$ cat src/sv/dd_mix_pkg.sv
// dd_mix_pkg: widths, codes, the pipeline control struct and the divider step
// shared by the differential drive mixer top level and its lane datapath
// no dependencies
package dd_mix_pkg;

    localparam int unsigned DataW     = 8;
    localparam int unsigned PivotW    = 7;
    localparam int unsigned NumStages = 5;
    localparam int unsigned ProdW     = 16;
    localparam int unsigned NumW      = 24;
    localparam int unsigned MagW      = 16;
    localparam int unsigned QuotW     = 7;

    localparam logic [PivotW-1:0]     PivotReset = 7'd32;
    localparam logic signed [DataW:0] QuadFull   = 9'sd127;

    localparam logic SideLeft  = 1'b0;
    localparam logic SideRight = 1'b1;

    typedef struct packed {
        logic [NumStages-1:0] adv;
    } t_pipe_ctl;

    typedef struct packed {
        logic            q;
        logic [MagW-1:0] rem;
    } t_div_step;

    function automatic t_div_step div_step(input logic [MagW-1:0] rem,
                                           input logic [MagW-1:0] dsh);
        t_div_step r;
        r.q   = (rem >= dsh);
        r.rem = r.q ? (rem - dsh) : rem;
        return r;
    endfunction

endpackage

$ cat src/sv/differential_drive_joystick_mixer.sv
// Differential drive joystick mixer with pivot blending. One joystick sample
// (turn, throttle) is taken per clock while o_stall is low, and the left and
// right drive values come out at one result per clock while the output is not
// stalled. The five register stages are premix and throttle product, blend
// products, blend sum and magnitude, then two restoring divide stages by the
// pivot limit (or by one when not blending) that also truncate toward zero and
// saturate to -128..127. A stall on the output only holds the pipeline once
// every stage is full, so empty stages keep filling. The pivot limit resets to
// 32; write it only while no transfer is in flight.
// depends on dd_mix_pkg and dd_mix_lane
module differential_drive_joystick_mixer (
    input  logic                                i_clk,
    input  logic                                i_rst_n,
    input  logic                                i_cfg_wr_en,
    input  logic [dd_mix_pkg::PivotW-1:0]       i_cfg_wr_data,
    input  logic                                i_valid,
    output logic                                o_stall,
    input  logic signed [dd_mix_pkg::DataW-1:0] i_turn_command,
    input  logic signed [dd_mix_pkg::DataW-1:0] i_throttle_command,
    output logic                                o_valid,
    input  logic                                i_stall,
    output logic signed [dd_mix_pkg::DataW-1:0] o_left_drive,
    output logic signed [dd_mix_pkg::DataW-1:0] o_right_drive
);

    logic [dd_mix_pkg::PivotW-1:0]    r_pivot_limit;
    logic [dd_mix_pkg::NumStages-1:0] r_valid;
    logic [dd_mix_pkg::NumStages-1:0] n_valid;
    dd_mix_pkg::t_pipe_ctl            ctl;

    always_ff @(posedge i_clk) begin
        if (!i_rst_n) begin
            r_pivot_limit <= dd_mix_pkg::PivotReset;
        end else if (i_cfg_wr_en) begin
            r_pivot_limit <= i_cfg_wr_data;
        end
    end

    // a stage moves on when empty or when the next one moves
    always_comb begin
        ctl.adv[dd_mix_pkg::NumStages-1] = !r_valid[dd_mix_pkg::NumStages-1] || !i_stall;
        for (int k = dd_mix_pkg::NumStages - 2; k >= 0; k--) begin
            ctl.adv[k] = !r_valid[k] || ctl.adv[k+1];
        end
        n_valid[0] = ctl.adv[0] ? i_valid : r_valid[0];
        for (int k = 1; k < dd_mix_pkg::NumStages; k++) begin
            n_valid[k] = ctl.adv[k] ? r_valid[k-1] : r_valid[k];
        end
    end

    always_ff @(posedge i_clk) begin
        if (!i_rst_n) begin
            r_valid <= '0;
        end else begin
            r_valid <= n_valid;
        end
    end

    assign o_stall = !ctl.adv[0];
    assign o_valid = r_valid[dd_mix_pkg::NumStages-1];

    dd_mix_lane u_left (
        .i_clk   (i_clk),
        .i_side  (dd_mix_pkg::SideLeft),
        .i_ctl   (ctl),
        .i_x     (i_turn_command),
        .i_y     (i_throttle_command),
        .i_pivot (r_pivot_limit),
        .o_drive (o_left_drive)
    );

    dd_mix_lane u_right (
        .i_clk   (i_clk),
        .i_side  (dd_mix_pkg::SideRight),
        .i_ctl   (ctl),
        .i_x     (i_turn_command),
        .i_y     (i_throttle_command),
        .i_pivot (r_pivot_limit),
        .o_drive (o_right_drive)
    );

    a_reset_empties: assert property (@(posedge i_clk)
        !i_rst_n |=> !o_valid)
        else $error("output valid after reset");

    a_stall_only_when_full: assert property (@(posedge i_clk) disable iff (!i_rst_n)
        o_stall |-> (&r_valid))
        else $error("input stalled with an empty stage");

    a_latency: assert property (@(posedge i_clk) disable iff (!i_rst_n)
        (i_valid && !o_stall) ##1 !i_stall ##1 !i_stall ##1 !i_stall ##1 !i_stall
        |=> o_valid)
        else $error("transfer did not reach the output in five cycles");

endmodule

$ cat src/sv/dd_mix_lane.sv
// dd_mix_lane: five-stage datapath for one motor side (premix, products,
// blend sum, two restoring divide stages with saturation)
// depends on dd_mix_pkg; stage advance comes from the top level
module dd_mix_lane (
    input  logic                                i_clk,
    input  logic                                i_side,
    input  dd_mix_pkg::t_pipe_ctl               i_ctl,
    input  logic signed [dd_mix_pkg::DataW-1:0] i_x,
    input  logic signed [dd_mix_pkg::DataW-1:0] i_y,
    input  logic [dd_mix_pkg::PivotW-1:0]       i_pivot,
    output logic signed [dd_mix_pkg::DataW-1:0] o_drive
);

    // stage 1: premix, throttle product, blend decision
    logic [7:0]         n1_absx;
    logic [7:0]         n1_absy;
    logic               n1_reduce;
    logic signed [8:0]  n1_prem;
    logic signed [16:0] n1_prod;
    logic               n1_blend;

    logic signed [7:0]  r1_x;
    logic [7:0]         r1_a;
    logic [6:0]         r1_pma;
    logic [6:0]         r1_d;
    logic               r1_blend;
    logic signed [15:0] r1_py;

    always_comb begin
        n1_absx   = i_x[7] ? (~$unsigned(i_x) + 8'd1) : $unsigned(i_x);
        n1_absy   = i_y[7] ? (~$unsigned(i_y) + 8'd1) : $unsigned(i_y);
        n1_reduce = (i_side == dd_mix_pkg::SideLeft) ? (i_x[7] ^ i_y[7])
                                                     : ~(i_x[7] ^ i_y[7]);
        n1_prem   = n1_reduce ? (dd_mix_pkg::QuadFull - $signed({1'b0, n1_absx}))
                              : dd_mix_pkg::QuadFull;
        n1_prod   = n1_prem * i_y;
        n1_blend  = (i_pivot != 7'd0) && ({1'b0, i_pivot} >= n1_absy);
    end

    always_ff @(posedge i_clk) begin
        if (i_ctl.adv[0]) begin
            r1_x     <= i_x;
            r1_a     <= n1_absy;
            r1_pma   <= i_pivot - n1_absy[6:0];
            r1_d     <= n1_blend ? i_pivot : 7'd1;
            r1_blend <= n1_blend;
            r1_py    <= n1_prod[15:0];
        end
    end

    // stage 2: blend products
    logic signed [24:0] n2_apy;
    logic signed [15:0] n2_w;

    logic signed [23:0] r2_apy;
    logic signed [15:0] r2_w;
    logic signed [15:0] r2_py;
    logic [6:0]         r2_d;
    logic               r2_blend;

    always_comb begin
        n2_apy = $signed({1'b0, r1_a}) * r1_py;
        n2_w   = $signed({1'b0, r1_pma}) * r1_x;
    end

    always_ff @(posedge i_clk) begin
        if (i_ctl.adv[1]) begin
            r2_apy   <= n2_apy[23:0];
            r2_w     <= n2_w;
            r2_py    <= r1_py;
            r2_d     <= r1_d;
            r2_blend <= r1_blend;
        end
    end

    // stage 3: numerator, sign and magnitude over 128
    logic signed [23:0] n3_wext;
    logic signed [23:0] n3_sterm;
    logic signed [23:0] n3_num;
    logic [23:0]        n3_abs;

    logic               r3_neg;
    logic [15:0]        r3_m;
    logic [6:0]         r3_d;

    always_comb begin
        n3_wext  = 24'(r2_w);
        n3_sterm = (i_side == dd_mix_pkg::SideRight) ? -n3_wext : n3_wext;
        n3_num   = r2_blend ? (r2_apy + (n3_sterm <<< 7)) : 24'(r2_py);
        n3_abs   = n3_num[23] ? $unsigned(-n3_num) : $unsigned(n3_num);
    end

    always_ff @(posedge i_clk) begin
        if (i_ctl.adv[2]) begin
            r3_neg <= n3_num[23];
            r3_m   <= n3_abs[22:7];
            r3_d   <= r2_d;
        end
    end

    // stage 4: overflow check and upper quotient bits
    dd_mix_pkg::t_div_step n4_st;
    logic [15:0]           n4_rem;
    logic [2:0]            n4_q;
    logic                  n4_sat;

    logic                  r4_neg;
    logic                  r4_sat;
    logic [2:0]            r4_q;
    logic [15:0]           r4_rem;
    logic [6:0]            r4_d;

    always_comb begin
        n4_sat = (r3_m >= (16'(r3_d) << 7));
        n4_rem = r3_m;
        n4_q   = 3'd0;
        for (int i = 2; i >= 0; i--) begin
            n4_st   = dd_mix_pkg::div_step(n4_rem, 16'(r3_d) << (i + 4));
            n4_q[i] = n4_st.q;
            n4_rem  = n4_st.rem;
        end
    end

    always_ff @(posedge i_clk) begin
        if (i_ctl.adv[3]) begin
            r4_neg <= r3_neg;
            r4_sat <= n4_sat;
            r4_q   <= n4_q;
            r4_rem <= n4_rem;
            r4_d   <= r3_d;
        end
    end

    // stage 5: lower quotient bits, sign and saturation
    dd_mix_pkg::t_div_step n5_st;
    logic [15:0]           n5_rem;
    logic [3:0]            n5_q;
    logic [7:0]            n5_mag;
    logic signed [7:0]     n5_drive;

    logic signed [7:0]     r5_drive;

    always_comb begin
        n5_rem = r4_rem;
        n5_q   = 4'd0;
        for (int i = 3; i >= 0; i--) begin
            n5_st   = dd_mix_pkg::div_step(n5_rem, 16'(r4_d) << i);
            n5_q[i] = n5_st.q;
            n5_rem  = n5_st.rem;
        end
        n5_mag = {1'b0, r4_q, n5_q};
        if (r4_sat) begin
            n5_drive = r4_neg ? 8'sh80 : 8'sh7f;
        end else begin
            n5_drive = r4_neg ? $signed(~n5_mag + 8'd1) : $signed(n5_mag);
        end
    end

    always_ff @(posedge i_clk) begin
        if (i_ctl.adv[4]) begin
            r5_drive <= n5_drive;
        end
    end

    assign o_drive = r5_drive;

endmodule
$ cat config.mk
export PLATFORM = sky130hd
export DESIGN_NAME = differential_drive_joystick_mixer
export DESIGN_NICKNAME = d
export VERILOG_FILES = /design/src/sv/dd_mix_pkg.sv /design/src/sv/differential_drive_joystick_mixer.sv /design/src/sv/dd_mix_lane.sv
export SDC_FILE = /design/constraint.sdc
export NUM_CORES = 2
export LEC_CHECK = 0
export BUFFER_PORTS_ARGS = -buffer_cell sky130_fd_sc_hd__buf_4
export CORE_UTILIZATION = 50
export CTS_BUF_LIST = sky130_fd_sc_hd__clkbuf_4 sky130_fd_sc_hd__clkbuf_8 sky130_fd_sc_hd__clkbuf_16
export CTS_CLUSTER_DIAMETER = 100
export CTS_CLUSTER_SIZE = 24
export DETAILED_ROUTE_END_ITERATION = 10
export PLACE_DENSITY = 0.78
export SLEW_MARGIN = 20
export SYNTH_ARGS = -nofsm -noshare
export SYNTH_HDL_FRONTEND = slang
export SYNTH_SLANG_ARGS = --single-unit
export TNS_END_PERCENT = 30
$ cat constraint.sdc
create_clock -name i_clk -period 16.8 [get_ports i_clk]
set_clock_uncertainty 0.2 [all_clocks]
set_input_delay 1.68 -clock i_clk [delete_from_list [all_inputs] [get_ports i_clk]]
set_output_delay 1.68 -clock i_clk [all_outputs]
set_load 0.01 [all_outputs]
==> Word level (Yosys, flattened, before mapping) <==
Index checks and enable logic that the tools add are counted.
{ "classes": {"add_sub_neg": 23, "mul": 5, "magnitude_cmp": 17, "mux": 26, "bitwise_logic": 5, "n_reduce_logical": 14} }
{ "ops": {"columns": ["operator", "count"], "rows": [
  ["$mux W16", 12],
  ["$mux W8", 8],
  ["$mul A9 B16 Y24", 2],
  ["$mux W24", 2],
  ["$mux W23", 2],
  ["$neg A23 Y23", 2],
  ["$add A8 B1 Y8 const B", 4],
  ["$ge A16 B10 Y1", 2],
  ["$ge A16 B11 Y1", 2],
  ["$ge A16 B12 Y1", 2],
  ["$ge A16 B13 Y1", 2],
  ["$ge A16 B14 Y1", 2],
  ["$ge A16 B7 Y1", 2],
  ["$ge A16 B8 Y1", 2],
  ["$ge A16 B9 Y1", 2],
  ["$mul A9 B8 Y16", 2],
  ["$sub A16 B10 Y16", 2],
  ["$sub A16 B11 Y16", 2],
  ["$sub A16 B12 Y16", 2],
  ["$sub A16 B13 Y16", 2],
  ["$sub A16 B8 Y16", 2],
  ["$sub A16 B9 Y16", 2],
  ["$add A24 B23 Y24", 1],
  ["$add A24 B24 Y24", 1],
  ["other kinds (13)", 26]
]} }
{ "totals": {"regBits": 285} }

==> Depth between registers and ports, before layout <==
{ "logic_depth": {"depth_word": 11, "depth_mapped": 47, "mapped_depth_nobuf": 45} }

==> By module <==
From an unflattened synthesis, not the netlist that was laid out.
{ "hier_totals": {"hier_cells": 4116, "area_unflattened_um2": 39852.0} }
{ "modules_own_cells": {"columns": ["mod", "instances", "cells_each", "area_each_um2"], "rows": [
  ["dd_mix_lane (u_left)", 1, 2027, 19690.1],
  ["dd_mix_lane (u_right)", 1, 2041, 19685.1],
  ["differential_drive_joystick_mixer", 1, 48, 476.7]
]} }

==> Worst setup path after synthesis <==
Ideal clock, no wire load.
{ "synth_path": {"path_type": "register to register", "start": "reg u_right.r4_d[1] (netlist name)", "end": "reg u_left.r5_drive[7] (netlist: u_left.o_drive[7]), data pin", "arrival_ns": 9.214, "t_required_ns": 16.336, "setup_slack_ns": 7.122, "stages_incl_launch_ff": 47, "synth_period_minus_slack_ns": 9.678, "cell_sequence": "edfxtp_1 > inv_1 > ha_1 > nor2b_1 > o21a_1 > o21ai_0 > o21ai_1 > clkbuf_1 > nor2_1 > a21oi_1 > ha_1 > nand2b_1 > a21oi_1 > nor2_1 > o22ai_1 > nor2_1 > nor4b_2 > nand2_1 > [11 not listed] > o31ai_1 > or3b_4 > nor2_1 > buf_1 > mux2i_1 > ha_1 > a21o_1 > a21o_1 > a21o_1 > a21o_1 > a21o_1 > a21oi_1 > o31a_1 > o211ai_1 > a221oi_2 > nand3b_2 > or3_1 > o41a_1"} }
{ "synth_rtl": {"columns": ["item", "line_no", "text"], "rows": [
  ["to (signal assigned)", "dd_mix_lane.sv:161", "r5_drive <= n5_drive;"],
  ["to (decl)", "dd_mix_lane.sv:141", "logic signed [7:0] r5_drive;"]
]} }

==> results.toml <==
[detailed_routing]
first_pass_iters = 5
routedWlPerCell_um = 16.3
drcViolationCount = 0
postRouteAntennaNets = 0
first_iter_violations = 1527
vias = 25100
routed_wl_um = 74400
via_per_inst = 5.51

[clock_tree]
h-tree-depth = 1
ctsHoldBuffers = 0
cts_tree = "yes"
cts_buffers = 18
post-cts-setup-buffers = 0
clk_latency_ns = 0.55
ctsRootBufferMaster = "clkbuf_16"
path_clk_slew_ns = 0.09
cts_resized = 0
numClockSinks = 285
cts_buffer_depth = 3

[placement]
post-dp-hpwl_um = 59200
gp_congestion = 0.896
numPortBuffers = 45

[yosys]
seq_area_frac_synth_pct = 24.3
synth_edf_count = 273
syn-mean-instance-area_um2 = 9.60
yosysMostFrequentCell = "inv_1"
yosys-top-cells-area = "edfxtp_1 24%, fa_1 21%, ha_1 13%, inv_1 6.1%, and2_1 5.2%"
synth_cell_types = 96
netlist_top_cells_count = "567 x inv_1, 356 x fa_1, 349 x ha_1, 306 x nand2_1, 289 x and2_1"
syn_area_um2 = 34700
yosysTopAreaCellShare_pct = 23.6
yosysWarnings = 0
ys.flop_type = "edfxtp_1"
synthCells = 3617
synth-seq-cells = 285
synth_top_area_cell = "edfxtp_1"
async_flop_share_pct = 0
synthesis.nets = 4350

[worst_setup_path]
reg2regPathDepth = 43
r2r_start = "u_right.r4_d[1]"
crit_slowest_cell = "o21ai_1"
critPathCapture = "u_left.o_drive[7]"
worstSetupPathType = "flop to flop"
crit_start = "u_right.r4_d[1]"
max_stage_delay_ns = 0.80
worstSetupEndpointType = "flop"
r2r-end = "u_left.o_drive[7]"
required_ns = 16.90
r2r_slack_ns = 5.11
critical_path_arrival_ns = 11.79
crit_path_start_kind = "flop"
path_max_fanout = 15

[global_routing]
grt_antenna_before_repair = 0
gr-total-overflow = 0
track_usage_pct = 21.5
grt_max_degree = 67
grt_pass1_wl_um = 124000
grt_pass1_vias = 25300

[timing]
max_freq_ghz = 0.0855
fin_crit_ns = 11.69
timing.max_slew.rel_slack_pct = 34.0
min_period_over_period_pct = 69.6
finalSetupViolations = 0
tns_ns = 0
maxSlewViolCount = 0
tightest_slew_ns = 0.984
hold_viol = 0
rsz0062_at_grt = "no"

[layout]
layout-drive-gt1-share_pct = 4.15
utilization_pct = 53.5
area_delta_synth_final_pct = 5.69
fin_nets = 4357
n_antenna_cell = 0

[floorplanning]
die_h_um = 265
core_um2 = 68600
die_w_um = 265
die_area_um2 = 70500
start_util_pct = 50.6
top_level_ports = 46
num_rows = 96

[flow_run]
maxCapViolCount = 0

[outcome]
status = "complete, no violations"

[min_path]
min_path_type = "flop to flop"
==> cell type report <==
type,instances,area [um^2]
multi-input cells,2690,23900
inverters,569,2140
clock inverters,6,93.8
repair buffers,60,450
fillers,6020,31900
well taps,931,1160
flip-flops and latches,285,8440
clock buffers,26,528
==> cells by family (layout without fill, tap and decap cells) <==
kind of cell | after synthesis | count (layout) | share of synthesized area (%)
and+or+nand+nor | 1115 | 1115 | 17.1
xor gates and xnor gates | 233 | 233 | 5.88
AOI/OAI and AO/OA | 580 | 580 | 10.9
DFF | 285 | 285 | 24.3
muxes | 57 | 57 | 1.71
adders and majority gates | 705 | 705 | 33.1
buffers and inverters | 642 | 661 | 6.97
==> cells in the final DEF (no fill, tap or decap), types with 133 or more instances in the layout <==
cell type	instances
a21oi_1	143
and2_1	289
edfxtp_1	273
fa_1	356
ha_1	349
inv_1	566
nand2_1	305
nor2_1	157
o21ai_0	133
xnor2_1	170
==> worst max-delay path: cells and delay by family (launching register included) <==
kind | cells | cell delay (ns)
buffers and inverters | 2 | 0.40
and+or+nand+nor | 14 | 3.89
DFF | 1 | 0.59
muxes | 1 | 0.26
adders and majority gates | 4 | 1.22
AOI/OAI and AO/OA | 22 | 4.89
==> registers in the layout, summed over array words and instances (netlist names), 5 cells and up <==
signal	cells
r_pivot_limit	7
r_valid	5
u_left.o_drive	8
u_left.r1_a	8
u_left.r1_py	16
u_left.r2_apy	24
u_left.r2_d	7
u_left.r2_py	16
u_left.r2_w	16
u_left.r3_d	7
u_left.r3_m	16
u_left.r4_rem	16
u_right.o_drive	8
u_right.r1_d	7
u_right.r1_pma	7
u_right.r1_py	16
u_right.r1_x	8
u_right.r2_apy	24
u_right.r2_py	16
u_right.r3_m	16
u_right.r4_d	7
u_right.r4_rem	16
==> per-layer routing <==
metal | track usage [%] | vias up | share of wire (%)
met5 | 0 | - | 0
met4 | 5.44 | 0 | 2.6
met3 | 2.28 | 101 | 4.6
met2 | 38.0 | 622 | 49
met1 | 27.9 | 12300 | 43
li1 | - | 12100 | -
==> metrics by stage <==
step / area (um^2) / std cells / hold slack [ns] / worst slack (ns)
after global placement: 36100 / 4535 / 0.202 / 5.55
final: 36700 / 4567 / 0.226 / 5.11
after floorplan: 34700 / 3617 / 0.200 / 7.12
after global routing: 36700 / 4567 / 0.241 / 4.27
after detailed placement: 36100 / 4535 / 0.205 / 5.28
after CTS: 36700 / 4567 / 0.227 / 5.25
==> worst min path at each step <==
stage	end	depth (start not counted)	slack, ns	from
after floorplan	u_left.r2_blend	0	0.20	u_left.r1_blend
after global placement	u_left.r4_neg	0	0.20	u_left.r3_neg
after detailed placement	u_left.r2_d[4]	0	0.20	u_right.r1_d[4]
after CTS	u_left.r2_d[6]	0	0.23	u_right.r1_d[6]
after global routing	u_left.r3_d[0]	0	0.24	u_left.r2_d[0]
final	u_left.r2_d[6]	0	0.23	u_right.r1_d[6]
Power is left out: the tool's default activity adds up to more than one toggle a clock period on the data nets, which glitch-free logic cannot reach.
